## src/sv/c3f_pkg.sv

```systemverilog
`timescale 1ns / 1ps
// ----------------------------------------------------------------------------
// c3f_pkg
// Shared constants and types of the 3x3 image filter: register map, kernel
// codes, field widths and the structs passed between the pipeline parts.
// ----------------------------------------------------------------------------
package c3f_pkg;

  localparam int MAX_WIDTH_DEF  = 1024;
  localparam int MAX_HEIGHT_DEF = 1024;

  localparam int PIX_W   = 8;
  localparam int DIM_W   = 11;
  localparam int KSEL_W  = 2;
  localparam int ADDR_W  = 4;
  localparam int DATA_W  = 32;
  localparam int WIN_N   = 3;

  // register indexes (byte address = 4 * index)
  localparam logic [1:0] REG_IDX_WIDTH  = 2'd0;
  localparam logic [1:0] REG_IDX_HEIGHT = 2'd1;
  localparam logic [1:0] REG_IDX_KSEL   = 2'd2;

  localparam int CFG_WIDTH_RESET  = 640;
  localparam int CFG_HEIGHT_RESET = 480;

  // kernel codes; any other code runs the blur
  localparam logic [KSEL_W-1:0] KSEL_BLUR    = 2'd0;
  localparam logic [KSEL_W-1:0] KSEL_SHARPEN = 2'd1;
  localparam logic [KSEL_W-1:0] KSEL_LAPLACE = 2'd2;

  // one column of the 3x3 window
  typedef struct packed {
    logic [PIX_W-1:0] top;
    logic [PIX_W-1:0] mid;
    logic [PIX_W-1:0] bot;
  } pix_col_t;

  // per-request control that travels with a pixel down the pipeline
  typedef struct packed {
    logic emit;
    logic last;
    logic top_edge;
    logic bot_edge;
    logic left_edge;
    logic right_edge;
  } meta_t;

endpackage

```

## src/sv/c3f_win_cell.sv

```systemverilog
`timescale 1ns / 1ps
// ----------------------------------------------------------------------------
// c3f_win_cell
// One column cell of the 3x3 window; takes its neighbor's column on a shift.
// ----------------------------------------------------------------------------
module c3f_win_cell
  import c3f_pkg::*;
(
  input  logic     clk,
  input  logic     rst,
  input  logic     shift,
  input  pix_col_t col_in,
  output pix_col_t col_q
);

  always_ff @(posedge clk) begin
    if (rst) begin
      col_q <= '0;
    end else if (shift) begin
      col_q <= col_in;
    end
  end

endmodule

```

## config.mk

```make
export PLATFORM = sky130hd
export DESIGN_NAME = c3f_win_cell
export DESIGN_NICKNAME = d
export VERILOG_FILES = /design/src/sv/c3f_pkg.sv /design/src/sv/c3f_win_cell.sv
export SDC_FILE = /design/constraint.sdc
export NUM_CORES = 1
export LEC_CHECK = 0
export BUFFER_PORTS_ARGS = -buffer_cell sky130_fd_sc_hd__buf_2
export CAP_MARGIN = 20
export CORE_ASPECT_RATIO = 0.9
export CORE_UTILIZATION = 39
export DETAILED_ROUTE_END_ITERATION = 6
export HOLD_SLACK_MARGIN = 0.15
export PLACE_DENSITY = 0.73
export SYNTH_ARGS = -nofsm -noshare
export SYNTH_HDL_FRONTEND = slang
export SYNTH_SLANG_ARGS = --single-unit
```

## constraint.sdc

```tcl
create_clock -name clk -period 2.3 [get_ports clk]
set_input_delay 0.69 -clock clk [delete_from_list [all_inputs] [get_ports clk]]
set_output_delay 0.69 -clock clk [all_outputs]
set_load 0.1 [all_outputs]
```

Word-level counts from Yosys, hierarchy flattened
Cells that the tools add are included.
{"block": "totals", "reg_bits": 24, "out_inout_bits": 24, "elab_cells": 3}

Longest topological paths before layout
{"block": "logic_depth", "word_depth": 0, "ltp_mapped": 4, "depth_no_buf": 2}

Worst setup path after synthesis
No wires, ideal clock.
{"block": "synth_path", "path_type": "flip-flop to output port", "from": "reg col_q[0] (netlist name)", "to": "out col_q[0] (netlist name)", "arrival_ns": 0.924, "setup_slack_ns": 0.686, "stages_incl_launch_ff": 1, "cell_sequence": "dfxtp_1"}
{"item": "start, declared", "line": "c3f_win_cell.sv:13", "text": "output pix_col_t col_q"}
{"item": "start signal, assigned", "line": "c3f_win_cell.sv:20", "text": "col_q <= col_in;"}
No word-level cell between the ends.

Worst setup path after layout
{"block": "layout_path", "from": "reg col_q[12] (netlist name)", "to": "out col_q[12] (netlist name)"}
No word-level cell between the ends.

==> results_dict.tcl <==
set metrics [dict create \
    seq_area_um2 480 \
    drt_iter0_drc 1 \
    die_y_um 46.8 \
    grt_start_max_net_pins 25 \
    power.density_mw_per_mm2 837 \
    synthTopCellsByCount "dfxtp_1, mux2i_1, nor2_1, buf_12, clkbuf_1" \
    cts_buffers 3 \
    p_seq_frac 0.478 \
    hold_class "flip-flop to flip-flop" \
    intPower_uw 593 \
    vias 693 \
    clkPwrFrac 0.227 \
    fin_skew_ns 0 \
    leakage_uw 0.000628 \
    largest_registers "col_q x24" \
    fp.dieW_um 51.8 \
    vias_per_cell 4.59 \
    rows 15 \
    port-buffer-count 50 \
    fin_area_mm2 0.00113 \
    crit_family "buffers and inverters" \
    antenna_found_initial 0 \
    htreeDepth 1 \
    avgRoutedWirePerCell_um 10.9 \
    multi_input_comb_area_um2 330 \
    root_buffer "clkbuf_4" \
    final_nets 154 \
    top_register "col_q" \
    ys.warnings.count 0 \
    synthTopCellsByArea "dfxtp_1, mux2i_1, nor2_1" \
    grt-ovfl-total 0 \
    min_to "col_q[16]" \
    relSlewSlack 0.546 \
    endpoint_kind "output port" \
    status "completed" \
    syn2layout_area_growth_pct 29.8 \
    worst_ir_drop_vdd_mv 0.476 \
    syn_area_um2 870 \
    rsz0062_at_grt "no" \
    gp_congestion 0.600 \
    worstHoldPathCells 2 \
    setup_viol 0 \
    cts_max_path_buffers 2 \
    drc 0 \
    path_clk_slew_ns 0.13 \
    clock.fmax_ghz 0.560 \
    first_pass_iters 3 \
    wl_um 1650 \
    grt_pass1_vias 604 \
    largest_reg_flops 24 \
    clk_latency_ns 0.30 \
    r2r_end "col_q[9]" \
    grt_pass1_wl_um 2470 \
    synth_seq_area_share 0.553 \
    path_max_fanout 2 \
    path_cells "buf_2" \
    diodes 0 \
    cp_slowest_cell "buf_2" \
    yosysUniqueCellTypes 6 \
    period_share 0.776 \
    cts_resized 0 \
    cp.arrival_ns 1.09 \
    io_pins 51 \
    syn-instance-count 77 \
    fp.dieArea_mm2 0.00242 \
    finalMaxSlewViolations 0 \
    yosysTopAreaCellShare 0.553 \
    core-area_mm2 0.00201 \
    synth_top_cell_by_area "dfxtp_1" \
    switchingPower_uw 351 \
    rrSetupSlack_ns 1.67 \
    synth_edf_count 0 \
    placed_cell_area_mm2 0.00109 \
    tightest_slew_ns 0.681 \
    holdBufCountCts 0 \
    critical_path_class "flip-flop to output port" \
    dp_worst_setup_slack_ns 0.597 \
    ant_nets 0 \
    layout-drive-gt1-share 0.429 \
    initial_core_util 0.433 \
    min-delay-start "col_q[16]" \
    synthFlopType "dfxtp_1" \
    r2r-start "col_q[9]" \
    async_flop_share 0 \
    cts_post_setup_buffers_inserted 0 \
    drv_cap 0 \
    pwr-share-comb 0.294 \
    synthesis.nets 104 \
    tns_ns 0 \
    crit_path_max_incr_delay_ns 0.43 \
    sw_frac_of_total 0.372 \
    worst_slack_ns 0.516 \
    syn_avg_cell_area_um2 11.3 \
    fillers 191 \
    rr_worst_depth 2 \
    clock_sinks 24 \
    cp-start-kind "flip-flop" \
    required_ns 1.61 \
    crit_buf_inv 1 \
    cts_tree "yes" \
    fin_crit_ns 1.78 \
    synth_seq_cells 24 \
    final-hold-violation-count 0 \
    track_usage 0.142 \
]
[stage by stage]
step	std cells	utilization	hold WS, ns	total power [uW]
after floorplan	77	-	0.762	697
after global placement	147	0.544	0.467	737
after detailed placement	147	0.544	0.478	741
after CTS	151	0.562	0.513	953
after global routing	151	0.562	0.539	986
final	151	0.562	0.505	944
[cells in the final DEF, fill, tap and decap left out, drive strengths merged]
cell type and count:
dfxtp 24, buf 50, mux2i 24, clkbuf 4, nor2 24
[metal layers]
metal / share of wire / vias to the layer above / global-route usage
met1: 0.42 / 315 / 0.167
met2: 0.50 / 24 / 0.242
met5: 0 / - / 0
met4: 0.012 / 0 / 0.0811
li1: - / 352 / -
met3: 0.064 / 2 / 0.0356
[power by group through the flow]
stage | clock network, uW | registers (uW) | logic, uW
after floorplan | 0 | 640 | 56.7
after detailed placement | 0 | 461 | 280
after global placement | 0 | 460 | 277
final | 215 | 452 | 278
after CTS | 222 | 452 | 280
after global routing | 241 | 455 | 290
[cell type report]
cell class,count,area share
Clock buffer,4,0.0322
Sequential cell,24,0.426
Multi-Input combinational cell,48,0.293
Timing Repair Buffer,50,0.222
Tap cell,25,0.0277
[kinds of logic after synthesis]
logic type / after synthesis / share of synthesized area
buffers and inverters: 5 / 0.0676
AND/OR/NAND/NOR: 24 / 0.104
flip-flops: 24 / 0.553
multiplexers: 24 / 0.276
[worst max path at each step]
stage,from,endpoint,slack [ns],cells past startpoint
final,col_q[12],col_q[12],0.52,1
after global routing,col_q[3],col_q[3],0.45,1
after CTS,col_q[12],col_q[12],0.51,1
after detailed placement,shift,col_q[9],0.60,3
after global placement,shift,col_q[1],0.63,3
after floorplan,col_q[0],col_q[0],0.69,0
Power figures use the tool's default switching activity.
