`config.mk`:
```
export PLATFORM = sky130hd
export DESIGN_NAME = c3f_kernel
export DESIGN_NICKNAME = d
export VERILOG_FILES = /design/src/sv/c3f_pkg.sv /design/src/sv/c3f_kernel.sv
export SDC_FILE = /design/constraint.sdc
export NUM_CORES = 1
export LEC_CHECK = 0
export BUFFER_PORTS_ARGS = -buffer_cell sky130_fd_sc_hd__buf_2
export CORE_MARGIN = 2
export CORE_UTILIZATION = 30
export CTS_CLUSTER_DIAMETER = 50
export CTS_CLUSTER_SIZE = 8
export DETAILED_ROUTE_END_ITERATION = 10
export PLACE_DENSITY = 0.58
export SYNTH_ARGS = -nofsm -noshare
export SYNTH_HDL_FRONTEND = slang
export SYNTH_SLANG_ARGS = --single-unit
```
`constraint.sdc`:
```
create_clock -name clk -period 5.8 [get_ports clk]
set_clock_uncertainty 0.1 [all_clocks]
set_input_delay 0.58 -clock clk [delete_from_list [all_inputs] [get_ports clk]]
set_output_delay 0.58 -clock clk [all_outputs]
set_load 0.02 [all_outputs]
```
`src/sv/c3f_pkg.sv`:
```
`timescale 1ns / 1ps
// ----------------------------------------------------------------------------
// c3f_pkg
// Shared constants and types of the 3x3 image filter: register map, kernel
// codes, field widths and the structs passed between the pipeline parts.
// ----------------------------------------------------------------------------
package c3f_pkg;

  localparam int MAX_WIDTH_DEF  = 1024;
  localparam int MAX_HEIGHT_DEF = 1024;

  localparam int PIX_W   = 8;
  localparam int DIM_W   = 11;
  localparam int KSEL_W  = 2;
  localparam int ADDR_W  = 4;
  localparam int DATA_W  = 32;
  localparam int WIN_N   = 3;

  // register indexes (byte address = 4 * index)
  localparam logic [1:0] REG_IDX_WIDTH  = 2'd0;
  localparam logic [1:0] REG_IDX_HEIGHT = 2'd1;
  localparam logic [1:0] REG_IDX_KSEL   = 2'd2;

  localparam int CFG_WIDTH_RESET  = 640;
  localparam int CFG_HEIGHT_RESET = 480;

  // kernel codes; any other code runs the blur
  localparam logic [KSEL_W-1:0] KSEL_BLUR    = 2'd0;
  localparam logic [KSEL_W-1:0] KSEL_SHARPEN = 2'd1;
  localparam logic [KSEL_W-1:0] KSEL_LAPLACE = 2'd2;

  // one column of the 3x3 window
  typedef struct packed {
    logic [PIX_W-1:0] top;
    logic [PIX_W-1:0] mid;
    logic [PIX_W-1:0] bot;
  } pix_col_t;

  // per-request control that travels with a pixel down the pipeline
  typedef struct packed {
    logic emit;
    logic last;
    logic top_edge;
    logic bot_edge;
    logic left_edge;
    logic right_edge;
  } meta_t;

endpackage

```
`src/sv/c3f_kernel.sv`:
```
`timescale 1ns / 1ps
// ----------------------------------------------------------------------------
// c3f_kernel
// Edge masking, 3x3 weighted sum, rounding and saturation, output register.
// ----------------------------------------------------------------------------
module c3f_kernel
  import c3f_pkg::*;
(
  input  logic                  clk,
  input  logic                  rst,
  input  logic                  adv,
  input  logic                  in_vld,
  input  meta_t                 meta,
  input  pix_col_t [WIN_N-1:0]  win,
  input  logic [KSEL_W-1:0]     ksel,
  output logic                  out_valid,
  output logic [PIX_W-1:0]      pixel_out,
  output logic                  frame_last
);

  logic [PIX_W-1:0]  t00, t01, t02, t10, t11, t12, t20, t21, t22;
  logic [11:0]       blur_sum;
  logic [PIX_W-1:0]  blur_q;
  logic              blur_inc;
  logic [PIX_W:0]    blur_rnd;
  logic [11:0]       center;
  logic signed [11:0] lap_acc;
  logic [PIX_W-1:0]  res;

  always_comb begin
    // zero every tap that falls outside the frame
    t00 = (meta.top_edge || meta.left_edge)  ? '0 : win[0].top;
    t01 = meta.top_edge                      ? '0 : win[1].top;
    t02 = (meta.top_edge || meta.right_edge) ? '0 : win[2].top;
    t10 = meta.left_edge                     ? '0 : win[0].mid;
    t11 = win[1].mid;
    t12 = meta.right_edge                    ? '0 : win[2].mid;
    t20 = (meta.bot_edge || meta.left_edge)  ? '0 : win[0].bot;
    t21 = meta.bot_edge                      ? '0 : win[1].bot;
    t22 = (meta.bot_edge || meta.right_edge) ? '0 : win[2].bot;

    blur_sum = 12'(t00) + 12'(t02) + 12'(t20) + 12'(t22)
             + {3'b0, t01, 1'b0} + {3'b0, t10, 1'b0}
             + {3'b0, t12, 1'b0} + {3'b0, t21, 1'b0}
             + {2'b0, t11, 2'b0};
    blur_q   = blur_sum[11:4];
    blur_inc = (blur_sum[3:0] > 4'd8) || (blur_sum[3:0] == 4'd8 && blur_q[0]);
    blur_rnd = {1'b0, blur_q} + (PIX_W + 1)'(blur_inc);

    center = (ksel == KSEL_SHARPEN) ? ({2'b0, t11, 2'b0} + 12'(t11))
                                    : {2'b0, t11, 2'b0};
    lap_acc = $signed(center) - $signed(12'(t01)) - $signed(12'(t10))
            - $signed(12'(t12)) - $signed(12'(t21));

    case (ksel)
      KSEL_SHARPEN, KSEL_LAPLACE: begin
        if (lap_acc < 0) begin
          res = '0;
        end else if (lap_acc > 12'sd255) begin
          res = '1;
        end else begin
          res = lap_acc[PIX_W-1:0];
        end
      end
      default: begin
        res = blur_rnd[PIX_W] ? '1 : blur_rnd[PIX_W-1:0];
      end
    endcase
  end

  always_ff @(posedge clk) begin
    if (rst) begin
      out_valid <= 1'b0;
    end else if (adv) begin
      out_valid <= in_vld && meta.emit;
    end
  end

  always_ff @(posedge clk) begin
    if (adv) begin
      pixel_out  <= res;
      frame_last <= meta.last;
    end
  end

endmodule

```
* Yosys cells after proc, flatten, opt, wreduce, memory -nomap -nowiden *
Cells that the tools add are included.

operators by class
  equality and inequality tests = 3
  order comparisons = 3
  multiplexer cells = 13
  add/sub/neg operators = 14
  reduce and logical (&&, ||, !) cells = 8

operators with widths
  cell                                                            number
  two-way mux 8 bit                                               12
  adder 12 x 9 -> 12 bit                                          3
  subtractor 12 x 9 -> 12 bit                                     3
  adder 10 x 8 -> 11 bit                                          2
  adder 11 x 9 -> 12 bit                                          1
  adder 12 x 10 -> 12 bit                                         1
  greater-than comparator 12 x 9 -> 1 bit, second input constant  1
  less-than comparator 12 x 1 -> 1 bit, second input constant     1
  subtractor 11 x 8 -> 12 bit                                     1
  two-way mux 11 bit                                              1
  adder 9 x 8 -> 10 bit                                           1
  adder 8 x 1 -> 9 bit                                            1
  adder 8 x 8 -> 9 bit                                            1
  logical OR 1 bit                                                5
  == test 4 bit, second input constant                            1
  greater-than comparator 4 bit, second input constant            1
  == test 2 x 1 -> 1 bit, second input constant                   1
  == test 2 bit, second input constant                            1
  logical AND 1 bit                                               2
  OR reduction 2 bit                                              1

word-level totals
  bits of input ports = 84
  flip-flop bits (word level) = 10
  output and inout port bits = 10
  word-level logic and storage cells = 44

* Longest topological paths before layout *
Gate-level depths: netlist of run 1.

  depth in word-level cells = 16
  gate-level depth with buffers = 20
  mapped depth without buffers = 19

* Worst setup path before layout of run 1 *
Ideal clock, no wire load.

  path kind = in2reg
  from = input meta[1] (netlist bit)
  to = register pixel_out[7], data pin
  arrival = 5.438 ns
  data required time = 5.417 ns
  buffers on the path = 1
  setup time = 0.283 ns
  setup slack = -0.021 ns
  stages = 18
  cells stage by stage = clkbuf_1 -> nor2_1 -> nand2_1 -> fa_1 -> inv_1 -> fa_1 -> fa_1 -> inv_1 -> fa_1 -> inv_1 -> ha_1 -> fa_1 -> a211o_1 -> a2111oi_4 -> a211oi_2 -> or2_4 -> o311ai_0 -> o2111ai_1

between the ends
  longest elaborated chain between the ends = 16
  elaborated cells between the ends (all ways) = 27
  those cells by class = add/sub (12); order compare (3); eq/ne (1); mux (7); reduce/logical (4)

RTL lines
  element                                                          line              text
  start, declared                                                  c3f_kernel.sv:13  input meta_t meta,
  branches (longest 15 deep; another with adder 11 x 9 -> 12 bit)  -
  two-way mux 8 bit (*)                                            c3f_kernel.sv:55  case (ksel)
  named net res[7]                                                 c3f_kernel.sv:28  logic [PIX_W-1:0] res;
  end signal, assigned                                             c3f_kernel.sv:81  pixel_out <= res;
  end, declared                                                    c3f_kernel.sv:17  output logic [PIX_W-1:0] pixel_out,

Mark *: on every way through the listed nets, which the timed path passes.
A chain may end at the register's enable or synchronous reset.

* Final worst setup path of run 1 *
Ends and elaborated chain as after synthesis.

==> results.tsv, run 1 <==
metric	value	unit
status	completed	
Final Cell Area	5220	µm²
non-filler cells, final	776	
origin of the critical flop-to-flop path	out_valid$_SDFFE_PP0P_	
Period minus WS final	5.62	ns
CTS tree	done	
post-route ant nets	0	
post-CTS setup buffer count	0	
Synth Instances	480	
R2R Setup Slk	5.14	ns
Synth cell types	56	
met2 usage	29.2	%
initial drt markers	162	
worst ir drop on vdd	0.198	mV
GR Layer Usage met1	20.8	%
PnR worst setup slack	0.183	ns
H-tree depth	1	
top post-synthesis cells by area	fa_1 36%, ha_1 11%, inv_1 9.6%, edfxtp_1 6.4%, nor2b_1 3.2%	
FFs w/ async S/R, synth	0	%
largest net degree at the start of global routing	13	
final setup TNS	0	ns
average wire per standard cell	14.5	µm
R2R Path End	out_valid$_SDFFE_PP0P_	
Max-Cap Viols	0	
Mapped Area	4240	µm²
dpl hpwl	10200	µm
clock buffer count from CTS	3	
Final Cycle Share	96.8	%
Place WS	-0.112	ns
endpoints failing setup	0	
DRC viols	0	
final hold vios	0	
hold crit path type	reg -> reg	
Die Span X	123	µm
Worst Setup EP	pixel_out[7]$_DFFE_PP_	
Worst slew margin	57.4	%
Layout area overhead	23.1	%
initial antenna violation count	0	
global routing's busiest layer	met2	
GRT Residual Overflow	0	
global-route wire length before repair	18900	µm
Leak Pwr	2.68	nW
Yosys top cell area share	35.9	%
syn_area_per_cell	8.84	µm²
Num Clock Sinks	10	
CP startpoint kind	input port	
FILL cells	1443	
Critical Path AT	5.47	ns
row count	43	
die height	123	µm
Primary FF master, synth	edfxtp_1	
layout cells sized above 1	23.5	%
clk root buf	clkbuf_16	
DP Area	5100	µm²
number of synthesized flops with an enable pin	9	
hold_buf cts	0	
num ports	94	
Worst setup EP type	flip-flop	
vias	3670	
GP Congestion	0.885	
Max Clock Freq	0.178	GHz
PD cells	409	nW/µm²
total track usage	15.8	%
CP max FO	6	
Reg clk slew, reported paths	0.04	ns
RSZ-0062 raised after global routing	false	
diode count	0	
die area	15100	µm²
Cells after DPL	772	
synthesis-stage register bit count	10	
Slew Viols, Final	0	
post-DR vias/cell	4.73	
worst-case clock buffer depth	2	
met3 GRT Util	0.876	%
worst-margin pin slew	0.639	ns
First-pass DRT Iterations	4	
final total power	2.13	mW
area of the core	13800	µm²
Crit Path Category	in -> reg	
Worst EP required	5.65	ns
number of warnings issued by yosys	0	
number of global-route vias before repair	4020	
Clk Latency, worst-skew pair	0.23	ns
crit path launch	meta[1]	
Synth area leader	fa_1	
number of port buffers	93	
Layout Nets	793	
Register-to-Register Path Depth	2	
Starting Density	30.7	%
post-synthesis sequential area ratio	6.84	%
drt total wl	11200	µm
Net Count, Synth	676	
==> through the flow <==
stage	hold slack (ns)	util (%)
after floorplan	0.436	-
after global placement	0.345	36.9
after detailed placement	0.356	36.9
after CTS	0.363	37.5
after global routing	0.406	37.8
final	0.364	37.8
==> cell type report <==
| cell class | count | area [µm²] | area share, % |
|---|---|---|---|
| Clock buffer | 4 | 88.8 | 1.70 |
| Inverter | 109 | 409 | 7.83 |
| Multi-Input combinational cell | 355 | 3560 | 68.1 |
| Sequential cell | 10 | 290 | 5.56 |
| Tap cell | 180 | 225 | 4.31 |
| Timing Repair Buffer | 118 | 653 | 12.5 |
==> report_power, final <==
part	total (mW)	switching, mW	internal [mW]
sequential	0.141	0.00728	0.134
clock	0.134	0.0303	0.103
combinational	1.86	1.02	0.840
total	2.13	1.06	1.08
==> worst max-delay path, cell delays in order <==
cell,delay [ns]
buf_2,0.15
nor2_2,0.19
nand2_1,0.10
fa_1,0.50
inv_1,0.05
fa_1,0.51
fa_1,0.55
inv_1,0.06
fa_1,0.53
inv_1,0.04
ha_1,0.23
fa_1,0.40
a211o_1,0.36
a2111oi_4,0.34
a211oi_2,0.10
or2_4,0.28
o311ai_0,0.36
o2111ai_1,0.16
==> Yosys cell counts (all sizes together) (5+ instances only) <==
| cell | instances |
|---|---|
| inv | 109 |
| nand2b | 15 |
| a21oi | 13 |
| edfxtp | 9 |
| a21o | 9 |
| nor2 | 20 |
| xnor2 | 13 |
| nor2b | 22 |
| fa | 76 |
| o21a | 6 |
| ha | 36 |
| and3 | 5 |
| o21ai | 14 |
| nand2 | 32 |
| and2 | 19 |
| xor2 | 6 |
| nand3 | 8 |
==> worst min-delay path by stage <==
stage,to,from,cells past startpoint,slack (ns)
after floorplan,out_valid$_SDFFE_PP0P_,out_valid$_SDFFE_PP0P_,2,0.44
after detailed placement,out_valid$_SDFFE_PP0P_,out_valid$_SDFFE_PP0P_,2,0.36
after CTS,out_valid$_SDFFE_PP0P_,out_valid$_SDFFE_PP0P_,2,0.36
final,out_valid$_SDFFE_PP0P_,out_valid$_SDFFE_PP0P_,2,0.36
after global placement,out_valid$_SDFFE_PP0P_,out_valid$_SDFFE_PP0P_,2,0.34
after global routing,out_valid$_SDFFE_PP0P_,rst,2,0.41
==> flip-flops by register name, indices dropped and copies added (netlist names) <==
signal / flops
pixel_out: 8
out_valid: 1
frame_last: 1
==> cells in the final DEF (no fill, tap or decap), drive strengths merged, types with 4 or more instances in the layout <==
cell type	count
mux2i	4
clkbuf	4
o21ai	14
nor3	4
fa	76
a21oi	13
a21o	9
buf	118
and2	19
a22oi	4
a211oi	4
ha	36
nand2	32
or2	4
xor2	6
nor2b	22
xnor2	13
nand2b	15
nand3	8
o211ai	4
inv	109
nor2	20
o21a	6
and3	5
edfxtp	9
==> layer usage <==
metal  routed length, µm  up-vias
met4                 102        0
li1                    -     1771
met2                5600      101
met5                   0        -
met1                5030     1792
met3                 486        6
==> cells by family after synthesis <==
| logic type | count (synthesis) | share of synthesized area (%) |
|---|---|---|
| XOR/XNOR | 19 | 3.92 |
| adder cells (fa/ha/maj) | 112 | 46.5 |
| flip-flops | 10 | 6.84 |
| buffers and inverters | 115 | 10.2 |
| AO/OA/AOI/OAI | 81 | 14.2 |
| AND/OR/NAND/NOR | 139 | 17.4 |
| multiplexers | 4 | 0.944 |
==> what timing repair did <==
item | in CTS | in global routing
endpoints found under the setup margin | 0 | 7
endpoints found under the hold margin | 0 | 0
resized for setup | 0 | 6
(Power assumes the default switching activity.)
==> inputs of run 2 (changes only) <==
CORE_UTILIZATION = 40   (was 30)
PLACE_DENSITY = 0.71   (was 0.58)
==> results.tsv, run 2 (synthesized netlist as in run 1, its figures left out) <==
metric	value	unit	change
status	completed		
Leak Pwr	2.64	nW	-1.6%
Finished Core Util	49.3	%	+12 points
CTS tree	done		
Largest Register	pixel_out		
number of port buffers	93		unchanged
Crit Path Category	in -> reg		
die area	11400	µm²	-24%
Worst slew margin	59.5	%	+2.1 points
Starting Density	41.1	%	+10 points
Max-Cap Viols	0		unchanged
WHS Endpoint	out_valid$_SDFFE_PP0P_		
Critical Path AT	5.39	ns	-0.08 ns
post-DR vias/cell	5.08		+7.3%
worst hold path startpoint	out_valid$_SDFFE_PP0P_		
final total power	1.98	mW	-7.0%
DRC viols	0		unchanged
CP startpoint kind	input port		
Final Cycle Share	95.7	%	-1.1 points
R2R Setup Slk	5.15	ns	about the same
number of global-route vias before repair	3857		-4.1%
Worst EP required	5.63	ns	-0.02 ns
Die Span X	107	µm	-13%
final hold vios	0		unchanged
Register-to-Register Path Depth	2		unchanged
Clk Latency, worst-skew pair	0.23	ns	about the same
Max Clock Freq	0.180	GHz	+1.1%
clk root buf	clkbuf_8		
First-pass DRT Iterations	4		unchanged
Worst setup EP type	flip-flop		
initial drt markers	191		+18%
num ports	94		unchanged
initial antenna violation count	0		unchanged
vias	3696		+0.71%
area of the core	10300	µm²	-25%
Largest register FFs	8		unchanged
hold_buf cts	0		unchanged
top flop regs	pixel_out: 8 flops, frame_last: 1 flops, out_valid: 1 flops		
dpl hpwl	9550	µm	-6.6%
RSZ-0062 raised after global routing	false		
Worst Hold Path Cells	2		unchanged
row count	37		-14%
largest net degree at the start of global routing	13		unchanged
worst-case clock buffer depth	2		unchanged
clock buffer count from CTS	3		unchanged
origin of the critical flop-to-flop path	out_valid$_SDFFE_PP0P_		
FILL cells	1014		-30%
worst-margin pin slew	0.607	ns	-0.0316 ns
H-tree depth	1		unchanged
CP max FO	7		+1
hold crit path type	reg -> reg		
post-route ant nets	0		unchanged
total track usage	19.1	%	+3.3 points
average wire per standard cell	14.2	µm	-1.5%
Layout Nets	789		-0.50%
GP Congestion	0.917		+3.7%
GRT Residual Overflow	0		unchanged
Layout area overhead	20.1	%	
global-route wire length before repair	17600	µm	-7.1%
diode count	0		unchanged
Slew Viols, Final	0		unchanged
die height	107	µm	-13%
commonest non-fill, non-tap cells in the layout	109 x inv_1, 92 x buf_2, 76 x fa_1		
Period minus WS final	5.55	ns	-0.0638 ns
worst ir drop on vdd	0.196	mV	-0.93%
Num Clock Sinks	10		unchanged
layout cells sized above 1	23.0	%	-0.52 points
endpoints failing setup	0		unchanged
drt total wl	10400	µm	-7.6%
PD cells	390	nW/µm²	-4.6%
most common cell after layout, fill and taps aside	inv_1		
R2R Path End	out_valid$_SDFFE_PP0P_		
Reg clk slew, reported paths	0.04	ns	about the same
run 2: per-layer routing:
metal  routed length, µm  global-route usage [%]
met1                4370                    24.7
met5                   0                       0
met3                 585                    1.16
met4                  48                    1.39
met2                5360                    36.4
run 2: per-stage QoR:
stage | hold slack [ns] | setup TNS, ns | area [µm²] | instances | setup slack (ns)
after detailed placement | 0.355 | -0.124 | 5020 | 724 | -0.0720
final | 0.362 | 0 | 5090 | 728 | 0.247
after global placement | 0.345 | -0.0171 | 5020 | 724 | -0.0171
after floorplan | 0.436 | 0 | 4250 | 480 | 0.0139
after global routing | 0.386 | 0 | 5090 | 728 | 0.0143
after CTS | 0.364 | 0 | 5060 | 728 | 0.172
run 2: worst max-delay path: stages:
cell	delay [ns]
buf_2	0.19
nor2_2	0.09
buf_4	0.16
and2_1	0.17
fa_1	0.53
inv_1	0.05
fa_1	0.47
inv_1	0.05
fa_1	0.52
inv_1	0.05
fa_1	0.52
inv_1	0.04
ha_1	0.35
a211o_1	0.36
a2111oi_4	0.40
a211oi_2	0.09
or2_4	0.28
a311oi_1	0.27
o311ai_0	0.19
run 2: worst max-delay path by stage:
stage / from / end / slack [ns] / depth (start not counted)
after detailed placement: meta[1] / pixel_out[5]$_DFFE_PP_ / -0.07 / 18
after floorplan: meta[1] / pixel_out[7]$_DFFE_PP_ / 0.01 / 18
after CTS: meta[1] / pixel_out[5]$_DFFE_PP_ / 0.17 / 18
final: meta[3] / pixel_out[5]$_DFFE_PP_ / 0.25 / 19
after global routing: meta[1] / pixel_out[7]$_DFFE_PP_ / 0.01 / 18
after global placement: meta[0] / pixel_out[5]$_DFFE_PP_ / -0.02 / 18
run 2: layout make-up:
cell class | count | area, µm² | area share, %
clock buffer | 4 | 45.0 | 0.884
inverter | 109 | 409 | 8.03
timing repair buffer | 114 | 626 | 12.3
sequential | 10 | 290 | 5.70
multi-input combinational | 355 | 3550 | 69.8
tap | 136 | 170 | 3.34
run 2: where the power goes:
group	leakage, nW	switching (mW)	total [mW]	internal (mW)
registers	0.0964	0.00825	0.142	0.134
clock network	0.0228	0.0235	0.0713	0.0478
logic	2.52	0.984	1.77	0.787
total	2.64	1.02	1.98	0.969
run 2: what timing repair did:
action | 4_1_cts | 5_1_grt
setup endpoints to repair | 0 | 6
gates resized for setup | 0 | 8
buffers inserted | 0 | 0
